==> config.mk <==
export PLATFORM = sky130hd
export DESIGN_NAME = wake_time_ready_queue_unit
export DESIGN_NICKNAME = d
export VERILOG_FILES = /design/src/wtrq_pkg.sv /design/src/wake_time_ready_queue_unit.sv
export SDC_FILE = /design/constraint.sdc
export NUM_CORES = 2
export LEC_CHECK = 0
export BUFFER_PORTS_ARGS = -buffer_cell sky130_fd_sc_hd__buf_2
export CAP_MARGIN = 30
export CORE_UTILIZATION = 25
export DETAILED_ROUTE_END_ITERATION = 6
export MAX_ROUTING_LAYER = met4
export SLEW_MARGIN = 40
export SYNTH_ARGS = -nofsm -noshare
export SYNTH_HDL_FRONTEND = slang
export SYNTH_SLANG_ARGS = --single-unit
==> constraint.sdc <==
create_clock -name clk -period 12.7 [get_ports clk]
set_clock_uncertainty 0.15 [all_clocks]
set_input_delay 0 -clock clk [delete_from_list [all_inputs] [get_ports clk]]
set_output_delay 0 -clock clk [all_outputs]
set_load 0.01 [all_outputs]
==> src/wtrq_pkg.sv <==
package wtrq_pkg;

  // Queue depth and derived widths.
  localparam int MAX_TASKS = 16;
  localparam int IDX_W     = (MAX_TASKS > 1) ? $clog2(MAX_TASKS) : 1;
  localparam int CNT_W     = $clog2(MAX_TASKS + 1);

  // Field widths.
  localparam int TASK_W = 4;
  localparam int TIME_W = 63;
  localparam int STAT_W = 3;

  // Command kinds.
  localparam logic KIND_SCHED = 1'b0;
  localparam logic KIND_POP   = 1'b1;

  // Result status codes.
  localparam logic [STAT_W-1:0] ST_SCHEDULED = 3'd0;
  localparam logic [STAT_W-1:0] ST_DISPATCH  = 3'd1;
  localparam logic [STAT_W-1:0] ST_NOT_DUE   = 3'd2;
  localparam logic [STAT_W-1:0] ST_EMPTY     = 3'd3;
  localparam logic [STAT_W-1:0] ST_FULL      = 3'd4;

endpackage

==> src/wake_time_ready_queue_unit.sv <==
// Pop: the word is latched, then S_POP compares the head and registers done with the result.
// Schedule: S_SCAN walks the queued entries, then S_REMOVE if the task is already queued,
// then S_INSERT, or a full queue drops it; one shared comparator scans a slot per cycle.
// busy is high from the accepted word until done; a new word may start while done shows.
// Synchronous active-high reset empties the queue; results are never stalled.
module wake_time_ready_queue_unit (
  input  logic                         clk,
  input  logic                         rst,
  input  logic                         start,
  output logic                         busy,
  input  logic                         kind,
  input  logic [wtrq_pkg::TASK_W-1:0]  task_id,
  input  logic [wtrq_pkg::TIME_W-1:0]  event_time,
  output logic                         done,
  output logic [wtrq_pkg::STAT_W-1:0]  status,
  output logic [wtrq_pkg::TASK_W-1:0]  out_task,
  output logic [wtrq_pkg::TIME_W-1:0]  next_time
);
  import wtrq_pkg::*;

  typedef enum logic [2:0] {
    S_IDLE,
    S_SCAN,
    S_REMOVE,
    S_INSERT,
    S_POP
  } state_t;

  state_t state;

  // Queue slots, ascending wake time from slot 0; count entries are valid.
  logic [TASK_W-1:0] slot_task [MAX_TASKS];
  logic [TIME_W-1:0] slot_time [MAX_TASKS];
  logic [CNT_W-1:0]  count;

  // Latched request and scan bookkeeping.
  logic [TASK_W-1:0] req_task;
  logic [TIME_W-1:0] req_time;
  logic [IDX_W-1:0]  idx;
  logic [IDX_W-1:0]  rpos;
  logic [CNT_W-1:0]  lt_cnt;
  logic              found;
  logic              match_lt;

  // Shared compare unit on the slot picked by the scan index.
  logic [TIME_W-1:0] sel_time;
  logic              key_gt;
  logic              key_eq;
  logic              hit;
  logic              last;
  logic              found_any;
  logic [CNT_W-1:0]  ins_pos;

  assign sel_time  = slot_time[idx];
  assign key_gt    = req_time > sel_time;
  assign key_eq    = req_time == sel_time;
  assign hit       = slot_task[idx] == req_task;
  assign last      = {{(CNT_W-IDX_W){1'b0}}, idx} == (count - CNT_W'(1));
  assign found_any = found | hit;
  // Insert position in the queue once the old entry for this id is gone.
  assign ins_pos   = lt_cnt - CNT_W'(match_lt);

  // Sequencer, queue storage and result registers.
  always_ff @(posedge clk) begin
    if (rst) begin
      state <= S_IDLE;
      busy  <= 1'b0;
      done  <= 1'b0;
      count <= '0;
    end else begin
      done <= 1'b0;
      case (state)
        S_IDLE: begin
          if (start) begin
            busy     <= 1'b1;
            req_task <= task_id;
            req_time <= event_time;
            idx      <= '0;
            lt_cnt   <= '0;
            found    <= 1'b0;
            match_lt <= 1'b0;
            if (kind == KIND_POP) begin
              state <= S_POP;
            end else if (count == '0) begin
              state <= S_INSERT;
            end else begin
              state <= S_SCAN;
            end
          end
        end

        S_SCAN: begin
          // One slot per cycle: look for the id and count earlier wake times.
          lt_cnt <= lt_cnt + CNT_W'(key_gt);
          if (hit) begin
            found    <= 1'b1;
            rpos     <= idx;
            match_lt <= key_gt;
          end
          idx <= idx + IDX_W'(1);
          if (last) begin
            if (!found_any && count == CNT_W'(MAX_TASKS)) begin
              done     <= 1'b1;
              busy     <= 1'b0;
              status   <= ST_FULL;
              out_task <= '0;
              next_time <= '0;
              state    <= S_IDLE;
            end else if (found_any) begin
              state <= S_REMOVE;
            end else begin
              state <= S_INSERT;
            end
          end
        end

        S_REMOVE: begin
          // Close the gap left by the old entry for this id.
          for (int i = 0; i < MAX_TASKS - 1; i++) begin
            if (IDX_W'(i) >= rpos) begin
              slot_task[i] <= slot_task[i+1];
              slot_time[i] <= slot_time[i+1];
            end
          end
          count <= count - CNT_W'(1);
          state <= S_INSERT;
        end

        S_INSERT: begin
          // Open a gap at the insert position and place the new entry there.
          for (int i = 1; i < MAX_TASKS; i++) begin
            if (CNT_W'(i) > ins_pos) begin
              slot_task[i] <= slot_task[i-1];
              slot_time[i] <= slot_time[i-1];
            end
          end
          slot_task[ins_pos[IDX_W-1:0]] <= req_task;
          slot_time[ins_pos[IDX_W-1:0]] <= req_time;
          count     <= count + CNT_W'(1);
          done      <= 1'b1;
          busy      <= 1'b0;
          status    <= ST_SCHEDULED;
          out_task  <= '0;
          next_time <= '0;
          state     <= S_IDLE;
        end

        S_POP: begin
          // The scan index is zero here, so the compare unit sees the head.
          done      <= 1'b1;
          busy      <= 1'b0;
          out_task  <= '0;
          next_time <= '0;
          state     <= S_IDLE;
          if (count == '0) begin
            status <= ST_EMPTY;
          end else if (!(key_gt || key_eq)) begin
            status    <= ST_NOT_DUE;
            next_time <= sel_time;
          end else begin
            status   <= ST_DISPATCH;
            out_task <= slot_task[0];
            for (int i = 0; i < MAX_TASKS - 1; i++) begin
              slot_task[i] <= slot_task[i+1];
              slot_time[i] <= slot_time[i+1];
            end
            count <= count - CNT_W'(1);
          end
        end

        default: begin
          state <= S_IDLE;
          busy  <= 1'b0;
        end
      endcase
    end
  end

`ifndef SYNTHESIS
  a_count_bound: assert property (@(posedge clk) disable iff (rst)
    count <= CNT_W'(MAX_TASKS))
    else $error("queue count above capacity");

  a_accept_busy: assert property (@(posedge clk) disable iff (rst)
    (start && !busy) |=> busy)
    else $error("accepted word did not raise busy");

  a_done_idle: assert property (@(posedge clk) disable iff (rst)
    done |-> (!busy && state == S_IDLE))
    else $error("result shown while still busy");

  a_full_drop: assert property (@(posedge clk) disable iff (rst)
    (done && status == ST_FULL) |-> (count == CNT_W'(MAX_TASKS)))
    else $error("full drop while queue not full");

  a_dispatch_count: assert property (@(posedge clk) disable iff (rst)
    (done && status == ST_DISPATCH) |-> (count == $past(count) - CNT_W'(1)))
    else $error("dispatch did not shrink the queue");
`endif

endmodule
### Word-level counts from Yosys, hierarchy flattened

Memories as Yosys holds them, arrays and structs flattened. A register that Yosys moved wholly into a read port is not among the register bits.
Index checks and enable logic that the tools add are counted.

* RAM bits: 1072
* input bits: 71
* word-level logic and storage cells: 381
* register bits after elaboration: 162
* output and inout bits: 72
* memories: 2

Memories
* slot_time: words 16, width 63, rd ports 17, clocked after Yosys merged registers in 1, write ports 16, line wake_time_ready_queue_unit.sv:33 `logic [TIME_W-1:0] slot_time [MAX_TASKS];`
* slot_task: words 16, width 4, rd ports 17, clocked after Yosys merged registers in 1, write ports 16, line wake_time_ready_queue_unit.sv:32 `logic [TASK_W-1:0] slot_task [MAX_TASKS];`

* bitwise logic cells: 61
* order comparisons: 31
* add/sub/neg operators: 5
* eq/ne operators: 14
* reduce and logical (&&, ||, !) cells: 19
* muxes and demuxes: 235

Operators with widths (number)
* 2-to-1 mux 63 bit: 34
* case mux 63 bit (3 select lines): 1
* 2-to-1 mux 4 bit: 39
* 2-to-1 mux 1 bit: 139
* equality test 63 bit: 1
* > comparator 63 bit: 1
* OR reduction 63 bit: 1
* bitwise OR 1 bit: 59
* > comparator 4 x 5 -> 1 bit, first input constant: 8
* greater-or-equal comparator 4 bit, first input constant: 7
* > comparator 3 x 5 -> 1 bit, first input constant: 4
* case mux 3 bit (3 select lines): 2
* greater-or-equal comparator 3 x 4 -> 1 bit, first input constant: 4
* 2-to-1 mux 3 bit: 5
* 2-to-1 mux 5 bit: 3
* case mux 5 bit (3 select lines): 1
* != test 2 bit, second input constant: 6
* case mux 4 bit (3 select lines): 1
* AND reduction 3 bit: 4
* AND reduction 4 bit: 3
* > comparator 2 x 5 -> 1 bit, first input constant: 2
* case mux 5 bit (2 select lines): 1
* greater-or-equal comparator 1 x 4 -> 1 bit, first input constant: 2
* greater-or-equal comparator 2 x 4 -> 1 bit, first input constant: 2
* 27 further kinds: 35

### Longest topological paths before layout

* depth in word-level cells: 9
* depth in mapped cells: 20
* gate-level depth less buffers: 15

### Worst setup path after synthesis

No wires, ideal clock.

* path kind: reg2reg
* start point: reg (tool-made name)
* end point: reg next_time[0] (netlist name), enable pin
* arrival: 9.130 ns
* buffers on the path: 2
* path slack: 2.732 ns
* cell stages (with the launch flop): 11
* data required time: 11.861 ns
* setup time: 0.689 ns
* clock period less this slack: 9.968 ns
* path through: dfxtp_1 -> buf_4 -> buf_8 -> mux4_2 -> mux2i_1 -> xor2_1 -> and3_1 -> o211ai_2 -> and2b_1 -> nand3_1 -> o41ai_1

RTL lines
* to (signal assigned): line wake_time_ready_queue_unit.sv:159 `next_time <= sel_time;`
* to (decl): line wake_time_ready_queue_unit.sv:17 `output logic [wtrq_pkg::TIME_W-1:0] next_time`

==> results by group <==
Layout
  • # nets final: 6025
  • Share of post-route cells with drive strength above 1: 0.165
  • Area growth, synth to finish: 14.7%
  • Final Util: 0.290
  • Design Area, Final: 79500 sq um

Timing
  • Setup TNS: 0 ns
  • Final slew viol count: 0
  • FMAX: between 0.1 and 0.15 GHz
  • Final worst path period share: 0.653
  • Post-layout min period: 8.29 ns
  • Slew HR: 0.334
  • Final Setup Violations: 0
  • Setup ws final: 4.41 ns
  • RSZ-0062 raised after global routing: no
  • Final Hold Viols: 0
  • Slew @ Worst Pin: slightly below 1 ns

Floorplan
  • Core Rows: between 150 and 200
  • Die footprint: roughly 280000 sq um
  • CORE AREA: ~270000 sq um
  • Starting Density: 0.252
  • Die Wd: between 500 and 600 microns
  • I/O Pins: around 140
  • Die Ht: ~530 microns

Worst setup path
  • Critical Path AT: around 8.5 ns
  • Crit path buffers/inverters: 5
  • Critical path fanouts, max: 69
  • Crit path top cell by count: buf_4
  • Worst Path Class, Setup: flop to flop
  • WP data required: between 10 and 15 ns
  • Critical-path cell list: buf_12 > buf_4 > mux4_2 > mux4_2 > inv_1 > ha_1 > nand4_2 > nor3_1 > a211o_1 > o32a_1 > nor2_1 > a21oi_2 > nand2_1 > o311ai_2 > buf_4 > buf_4
  • Crit start category: flop
  • Critical Path Max Stage Delay: 0.79 ns
  • CP max stage cell: dfxtp_4
  • Setup crit end kind: flop
  • CP top delay family: buffers and inverters

Clock tree
  • Htree depth: 4
  • Clock sinks: between 1000 and 1500
  • Setup Fix Bufs, Post-CTS: 0
  • Clock Root Buffer: clkbuf_16
  • Worst-path clk slew: roughly 0.07 ns
  • Clk_lat worst skew: 0.80 ns
  • Num CTS Buffers: between 100 and 150
  • CTS tree: yes
  • Longest Clk Path Bufs: 3

Detailed routing
  • DRC viols: 0
  • DRT Pass-1 Iters: 7
  • Final ANT Viol Nets: 0
  • Post-Route WL: approximately 250000 microns
  • DR iter-0 viols: roughly 7900
  • DR vias: roughly 52000
  • Drt wl/cell: 26.0 microns
  • Post-DR vias/cell: 5.40

Power
  • Peak supply drop: 0.000168 V
  • Sw frac: 0.331
  • Total power: approximately 13 mW
  • Leak Pwr: approximately 28 nW
  • PD cells: between 150 and 200 nW/um^2
  • Comb pwr share: 0.270
  • Fraction of power consumed by sequential logic: 0.426
  • NetSw: roughly 4.2 mW
  • Clock share of power: 0.304
  • Cell-internal power: roughly 8.5 mW

Synth
  • Syn_area_per_cell: approximately 12 sq um
  • Post-Syn Nets: about 6000
  • Yosys cell types: ~70
  • Post-synth design cell area: 69300 sq um
  • Async S/R FF share, synth: 0
  • Top cells by area, synth: edfxtp_1 53%, mux4_2 11%, mux2i_1 9.8%
  • Syn Inst Count: a little under 6000
  • Yosys top cell by area: edfxtp_1
  • Flip-flop and latch count after synthesis: between 1000 and 1500
  • Post-synth EDFFs: 1224
  • Predominant post-synthesis flop cell: edfxtp_1
  • Sequential area share after synthesis: 0.534
  • Yosys top cell area share: 0.530
  • Yosys Warn Count: 0

Placed design
  • Worst slack at placement: 4.60 ns
  • GPL Wtd Cong: ~0.86
  • Placed Area: ~74000 sq um
  • Hpwl dp: between 100000 and 150000 microns
  • Port bufs: approximately 140

Run status
  • Status: complete, no violations

Global routing
  • Antenna violations before repair: 10
  • GRT Total Usage: 0.180
  • First-pass GRT wire length: 359000 microns
  • GRT overflow: 0
  • Largest net degree at the start of global routing: 98
  • Number of global-route vias before repair: between 50000 and 60000

Job
  • Max-Cap Viols: 0

Hold path
  • Worst Hold Class: input pin to flop
## cell families (layout without fill, tap and decap cells)
group | count (synthesis) | in the layout | synth area share
buffers and inverters | 588 | 702 | 0.0382
xor gates and xnor gates | 24 | 24 | 0.00325
muxes | 1143 | 1143 | 0.227
other | 0 | 1 | 0
adders and majority gates | 70 | 70 | 0.0126
AOI/OAI and AO/OA | 1064 | 1064 | 0.0842
DFF | 1238 | 1238 | 0.534
and+or+nand+nor | 1741 | 1741 | 0.100
## cell type report
| cell class | count | area, sq um |
|---|---|---|
| Antenna cell | 1 | 2.50 |
| Clock buffer | 170 | 3560 |
| Clock inverter | 61 | 507 |
| Fill cell | 27800 | 195000 |
| Inverter | 73 | 274 |
| Multi-Input combinational cell | 4042 | 30200 |
| Sequential cell | 1238 | 37100 |
| Tap cell | 3686 | 4610 |
| Timing Repair Buffer | 398 | 3300 |
## stage by stage
stage | cells | hold slack [ns]
finish | 9669 | 0.171
global route | 9669 | 0.225
CTS | 9665 | 0.134
detailed placement | 9295 | 0.0289
global placement | 9288 | 0.0294
floorplan | 5868 | -0.0511
## registers in the layout (all words and copies together) (netlist names), 3 cells and up, named ones only
name / flops
status: 3
count: 5
state: 3
slot_time: 1008
slot_task: 64
req_task: 4
out_task: 4
req_time: 63
next_time: 63
idx: 4
lt_cnt: 5
rpos: 4
## cells in the mapped netlist (all sizes together), types with 73 or more instances
cell type,number
edfxtp,1224
nand2,1122
mux2i,677
o21ai,567
nor2,444
mux4,332
clkbuf,288
a31oi,270
buf,227
a21oi,179
mux2,134
nor3,76
inv,73
## power groups by stage
stage	Combinational (mW)	Sequential (mW)	Clock [mW]
after detailed placement	3.32	5.46	0
final	3.41	5.40	3.85
after floorplan	2.35	5.24	0
after CTS	3.37	5.38	3.89
after global placement	3.24	5.46	0
after global routing	3.62	5.43	4.04
## worst register-to-register path: stages, from the launching register on
cell	delay, ns
dfxtp_4	0.79
buf_12	0.59
buf_4	0.61
mux4_2	0.58
mux4_2	0.47
inv_1	0.11
ha_1	0.19
nand4_2	0.15
nor3_1	0.79
a211o_1	0.23
o32a_1	0.42
nor2_1	0.23
a21oi_2	0.61
nand2_1	0.38
o311ai_2	0.18
buf_4	0.56
buf_4	0.81
## routing by layer
metal,vias up,part of all wire,track usage
li1,22000,-,-
met1,26100,0.40,0.238
met2,3602,0.45,0.269
met3,576,0.11,0.0337
met4,0,0.041,0.0712
met5,-,0,-
## what timing repair did
action                                 4_1_cts  5_1_grt
hold buffers                               139        0
gates resized for setup                      0        0
endpoints found under the hold margin      117        0
## placed cells by master (no fill, tap or decap), drive strengths merged, types with 10 or more instances in the layout
master	count
a21oi	179
mux4	332
nand2	1122
xnor2	14
dfxtp	14
nand3	31
a31oi	270
dlygate4sd3	139
and2	12
clkinv	46
clkbuf	170
mux2i	677
edfxtp	1224
o21ai	567
buf	259
nor3	76
xor2	10
nor2	444
mux2	134
ha	70
inv	78
nand4	13
## path summary, 6_finish.rpt
path,start,endpoint,slack [ns],cells past startpoint
min reg2reg,busy$_SDFFE_PP0P_,busy$_SDFFE_PP0P_,0.39,1
min,kind,state[0]$_SDFFE_PP0P_,0.17,5
max,flop,slot_time[0][7]$_DFFE_PP_,4.41,16
max reg2reg,flop,slot_time[0][7]$_DFFE_PP_,4.41,16
Power figures use the tool's default switching activity.
